--- config.mk ---
export PLATFORM = sky130hd
export DESIGN_NAME = spdw_cell
export DESIGN_NICKNAME = d
export VERILOG_FILES = /design/src/hw/rtl/spdw_pkg.sv /design/src/hw/rtl/spdw_cell.sv
export SDC_FILE = /design/constraint.sdc
export NUM_CORES = 1
export LEC_CHECK = 0
export ABC_AREA = 1
export BUFFER_PORTS_ARGS = -buffer_cell sky130_fd_sc_hd__buf_4
export CORE_MARGIN = 10
export CORE_UTILIZATION = 40
export CTS_BUF_LIST = sky130_fd_sc_hd__clkbuf_4
export CTS_CLUSTER_SIZE = 16
export DETAILED_ROUTE_END_ITERATION = 7
export PLACE_DENSITY = 0.73
export SLEW_MARGIN = 10
export SYNTH_ARGS = -nofsm -noshare
export SYNTH_HDL_FRONTEND = slang
export SYNTH_SLANG_ARGS = --single-unit
--- constraint.sdc ---
create_clock -name clk -period 1.72 [get_ports clk]
set_input_delay 0.344 -clock clk [delete_from_list [all_inputs] [get_ports clk]]
set_output_delay 0.344 -clock clk [all_outputs]
set_load 0.005 [all_outputs]
--- src/hw/rtl/spdw_pkg.sv ---
// ----------------------------------------------------------------------------
// spdw_pkg
// shared types and constants for the sorted pool with worst-entry displacement
// ----------------------------------------------------------------------------
package spdw_pkg;

  localparam int COST_BITS         = 32;
  localparam int IDX_BITS          = 6;
  localparam int TAG_IO_BITS       = 16;
  localparam int POOL_ENTRIES_DEF  = 64;
  localparam int TAG_BITS_DEF      = 16;

  localparam logic [COST_BITS-1:0] COST_INVALID = '1;

  typedef enum logic {
    OP_INSERT = 1'b0,
    OP_READ   = 1'b1
  } op_t;

  typedef struct packed {
    op_t                    op;
    logic [COST_BITS-1:0]   new_cost;
    logic [TAG_IO_BITS-1:0] new_tag;
    logic [IDX_BITS-1:0]    read_index;
  } req_t;

  typedef struct packed {
    logic                   accepted;
    logic [IDX_BITS-1:0]    insert_position;
    logic [COST_BITS-1:0]   out_cost;
    logic [TAG_IO_BITS-1:0] out_tag;
  } rsp_t;

endpackage

--- src/hw/rtl/spdw_cell.sv ---
// ----------------------------------------------------------------------------
// spdw_cell
// one pool slot: holds a cost and a tag, compares against the incoming cost
// and takes either the new entry or its upper neighbour's entry on insert
// ----------------------------------------------------------------------------
module spdw_cell #(
  parameter int TAG_BITS = spdw_pkg::TAG_BITS_DEF
) (
  input  logic                           clk,
  input  logic                           rst,
  input  logic                           ins,
  input  logic [spdw_pkg::COST_BITS-1:0] new_cost,
  input  logic [TAG_BITS-1:0]            new_tag,
  input  logic                           prev_ge,
  input  logic [spdw_pkg::COST_BITS-1:0] prev_cost,
  input  logic [TAG_BITS-1:0]            prev_tag,
  output logic                           ge,
  output logic [spdw_pkg::COST_BITS-1:0] cost,
  output logic [TAG_BITS-1:0]            tag
);
  import spdw_pkg::*;

  // stored cost at or above the new one: this slot moves
  assign ge = (cost >= new_cost);

  always_ff @(posedge clk) begin
    if (rst) begin
      cost <= COST_INVALID;
      tag  <= '0;
    end else if (ins && ge) begin
      if (prev_ge) begin
        cost <= prev_cost;
        tag  <= prev_tag;
      end else begin
        cost <= new_cost;
        tag  <= new_tag;
      end
    end
  end

endmodule

After elaboration in Yosys (flattened, before gate mapping)
Index checks and enable logic that the tools add are counted.

Register bits: 48. Output and inout bits: 49. Word-level logic and storage cells: 6. Bits of input ports: 100.

$lt $le $gt $ge: 1. Reductions and logical operators: 1. Multiplexer cells: 2.

Operators by type and width (count): greater-or-equal comparator 32 bit (1); 2-to-1 mux 32 bit (1); 2-to-1 mux 16 bit (1); logical AND 1 bit (1).

Depth between registers and ports, before layout
Depth after elaboration: 2. Mapped depth: 18. Depth with buffers taken out: 17.

Worst setup path before layout
Ideal clock, no wire load.

Path type: input to output. From: input new_cost[7] in the netlist's numbering. To: output ge. Data required time: 1.376 ns. Buffers on the path: 1. Data arrival time: 1.402 ns. Setup slack: -0.026 ns. Cell stages on the path: 13. Path through: inv_1 ha_1 nand2_1 inv_2 nand2_1 nor2_1 nor2_1 nand2_1 nand2_1 nand2_1 nand2_2 nand2_4 buf_2.

Cells in the longest elaborated chain, start to end: 1.

RTL lines: start: declaration (RTL line spdw_cell.sv:12) `input logic [spdw_pkg::COST_BITS-1:0] new_cost,`; greater-or-equal comparator 32 bit (RTL line spdw_cell.sv:24) `assign ge = (cost >= new_cost);`; end: declaration (RTL line spdw_cell.sv:17) `output logic ge,`.

Every way passes these cells.

Worst setup path after layout
From: register cost[7] in the netlist's numbering. To: output ge.

Cells in the longest elaborated chain, start to end: 1.

RTL lines: start: declaration (RTL line spdw_cell.sv:18) `output logic [spdw_pkg::COST_BITS-1:0] cost,`; start signal: assignment (RTL line spdw_cell.sv:32) `cost <= prev_cost;`; start signal: assignment (RTL line spdw_cell.sv:35) `cost <= new_cost;`; greater-or-equal comparator 32 bit (RTL line spdw_cell.sv:24).

Every way passes these cells.

==> qor.txt <==
arrival time at the worst endpoint - 1.80 ns
share of total power consumed by net switching - 37.9%
synth top area cells - dfxtp_1 (30%), nand2_1 (15%), ha_1 (13%)
worst hold path depth - 4
total routing usage reported by global routing - 18.7%
time the final worst path needs with I/O delays and setup - 2.15 ns
dominant cell type by area after synthesis - dfxtp_1
post-route core utilization - 77.8%
Critical Path Fanout Max - 2
Seq/Total Area, Yosys - 30.4%
number of global-route vias before repair - 3939
share of synthesized flip-flops with an asynchronous set or reset - 0%
number of buffers added by the clock tree synthesis step - 5
antenna-violating nets left - 0
HP Class - in2reg
skew final - 0.0205 ns
die area - 11900 µm²
hold worst-path end - tag[8]
pin count of the biggest net entering global routing - 50
mean routed wirelength per cell - 16.8 µm
combinational cell fraction of total power - 54.9%
library cell used as clock root buffer - clkbuf_4
Register-to-Register Setup Slack - -0.32 ns
final worst slack - -0.425 ns
slowest stage delay, CP - 0.36 ns
max_slew headroom - 66.3%
leakage component of the power - 0.00282 µW
Fmax - 466 MHz
clock tree from TritonCTS - done
First DRT Iteration DRCs - 135
number of instances in the synthesized netlist - 471
r2r startpoint - cost[7]
Top-Level Pins - 149
Placed Instance Area - 4620 µm²
number of warnings printed during yosys synthesis - 0
FF/Latch Area - 986 µm²
total number of clock tree sinks - 48
layout cells sized above 1 - 62.0%
vias - 3811
area of the placeable core - 7730 µm²
slew at the pin closest to its max-slew limit - 0.505 ns
startpoint of the worst hold path - new_tag[8]
required time of the critical path - 1.38 ns
number of H-tree levels - 2
length in cells of the worst reg-to-reg path - 16
net count of the mapped netlist - 603
Chip Width - 109 µm
type of the worst setup path - reg2out
maximum clock path buffer count - 2
fraction of power consumed by the clock network - 12.4%
RD Place Congestion - 0.836
row count - 32
Maximum Capacitance Violations - 0
DRC errors left - 0
multi-input gate area in the final layout - 2880 µm²
initial antenna violation count - 0
EDFF count, synth - 0
starting density of the core - 41.0%
drt pass-1 iters - 6
violated checks - setup timing
Mean Syn Cell Area - 6.72 µm²
most common cell after layout, fill and taps aside - buf_4
cell internal pwr - 2640 µW
critical path startpoint category - flip-flop
grt total ovfl - 0
share of the cycle needed by the critical path after routing - 125%
clk slew on worst S/H paths - 0.15 ns
capture point of the worst reg-to-reg path - tag[15]
quantity of hold-fixing buffers added after cts - 0
summed instance area of the synthesized netlist - 3170 µm²
die extent in y - 109 µm
register bit count reported by yosys - 48
Area growth, synth to finish - 89.8%
Detail Placement HPWL - 8010 µm
PortBufs - 148
Max IR drop VDD - 0.000429 V
commonest cells after routing, fill and taps aside - buf_4 (180), nand2_1 (70), inv_1 (55)
Avg Vias per Cell - 5.05
Distinct cells, synth - 20
CP cell instances - ha_4 > nand2_2 > inv_2 > nand2_2 > nor2_2 > nor2_2 > nand2_1 > nand2_1 > nand2_1 > nand2_2 > nand2_4 > buf_6
net count of the finished layout - 783
result of the run - finished, violations left
Post-Route WL - 12700 µm
unrepaired setup endpoints after global routing - true
PD cells - 708 nW/µm²
number of diodes added for antenna fixing - 0
worst-path cell with the longest stage delay - dfxtp_2
cell area after layout - 6010 µm²
most common flop cell mapped by yosys - dfxtp_1
pre-CTS setup slack - -0.294 ns
clock network latency to the later pin of the worst-skew pair - 0.37 ns
Synth top area share - 30.4%
Net Sw Power - 1610 µW
endpoint type of the worst setup path - output pin
count of fill cells added during filler insertion - 537
wire length of the first global-routing pass - 18400 µm
Final Setup Violations - 49
Final Hold Violating Endpoints - 0
Flop pwr share - 32.7%
count of final max-slew check failures - 0
layer usage:
layer / GRT usage, % / part of all wire [%] / up-vias
met2: 33.3 / 52 / 137
li1: - / - / 1877
met1: 20.8 / 38 / 1778
met3: 6.78 / 8.2 / 19
met4: 4.33 / 1.6 / 0
met5: 0 / 0 / -
how the worst max path moves through the flow:
stage	from	end	slack [ns]	depth (start not counted)
after floorplan	new_cost[7]	cost[10]	-0.002	16
after global placement	new_cost[31]	cost[7]	-0.25	13
after detailed placement	new_cost[7]	cost[19]	-0.29	17
after CTS	cost[5]	ge	-0.33	12
after global routing	cost[5]	ge	-0.54	12
final	cost[7]	ge	-0.43	12
worst max-delay path: cells and delay by family (launching register included):
family / cells / cell delay (ns)
fa+ha+maj: 1 / 0.27
simple gates: 9 / 0.64
flops: 1 / 0.36
buf+inv: 2 / 0.16
cells in the mapped netlist (2+ instances only):
cell type  count
nand3_1       64
clkbuf_1      15
nand2_1      126
mux2_2        17
dfxtp_1       48
buf_2         10
inv_1         57
nand2_4        2
a21oi_1       15
ha_1          32
nand4_1        3
nor2_1        39
o21a_1         2
o21ai_0       34
buf_6          2
final cells by class:
type                       instances  share of cell area, %
inverter                          58                   3.62
clock inverter                     3                  0.229
sequential                        48                   16.4
timing repair buffer             199                   29.0
clock buffer                       5                  0.625
multi-input combinational        339                   48.0
tap                              102                   2.12
power by group through the flow:
stage	clock, µW	combinational [µW]	sequential (µW)
3_5_place_dp	0	1470	1360
5_1_grt	577	2540	1410
2_1_floorplan	0	703	1380
6_report	528	2330	1390
3_3_place_gp	0	1440	1360
4_1_cts	527	1910	1380
what timing repair did:
| action | in CTS | in global routing |
|---|---|---|
| pin swaps | 44 | 18 |
| cloned | 7 | 2 |
| resized for setup | 106 | 145 |
| setup endpoints to repair | 49 | 49 |
| buffers inserted | 3 | 0 |
logic make-up (layout without fill, tap and decap cells):
kind of cell	count (synthesis)	after routing	synth area share, %
AOI/OAI and AO/OA	53	53	8.66
adders and majority gates	32	32	12.6
muxes	17	17	6.05
and+or+nand+nor	236	237	31.3
buffers and inverters	85	265	10.9
DFF	48	48	30.4
state kept, by name (all words and copies together) (netlist names):
| name | flops |
|---|---|
| cost | 32 |
| tag | 16 |
metrics by stage:
step                power [µW]  TNS, ns  hold WS, ns  std cells
global route              4520   -19.66        0.329        754
CTS                       3820    -8.53        0.317        753
floorplan                 2090  -0.0654        0.474        471
finish                    4250   -13.52        0.324        754
global placement          2800   -10.80        0.472        735
detailed placement        2840   -12.20        0.488        735
No activity file was read; power rests on OpenSTA's default activity.
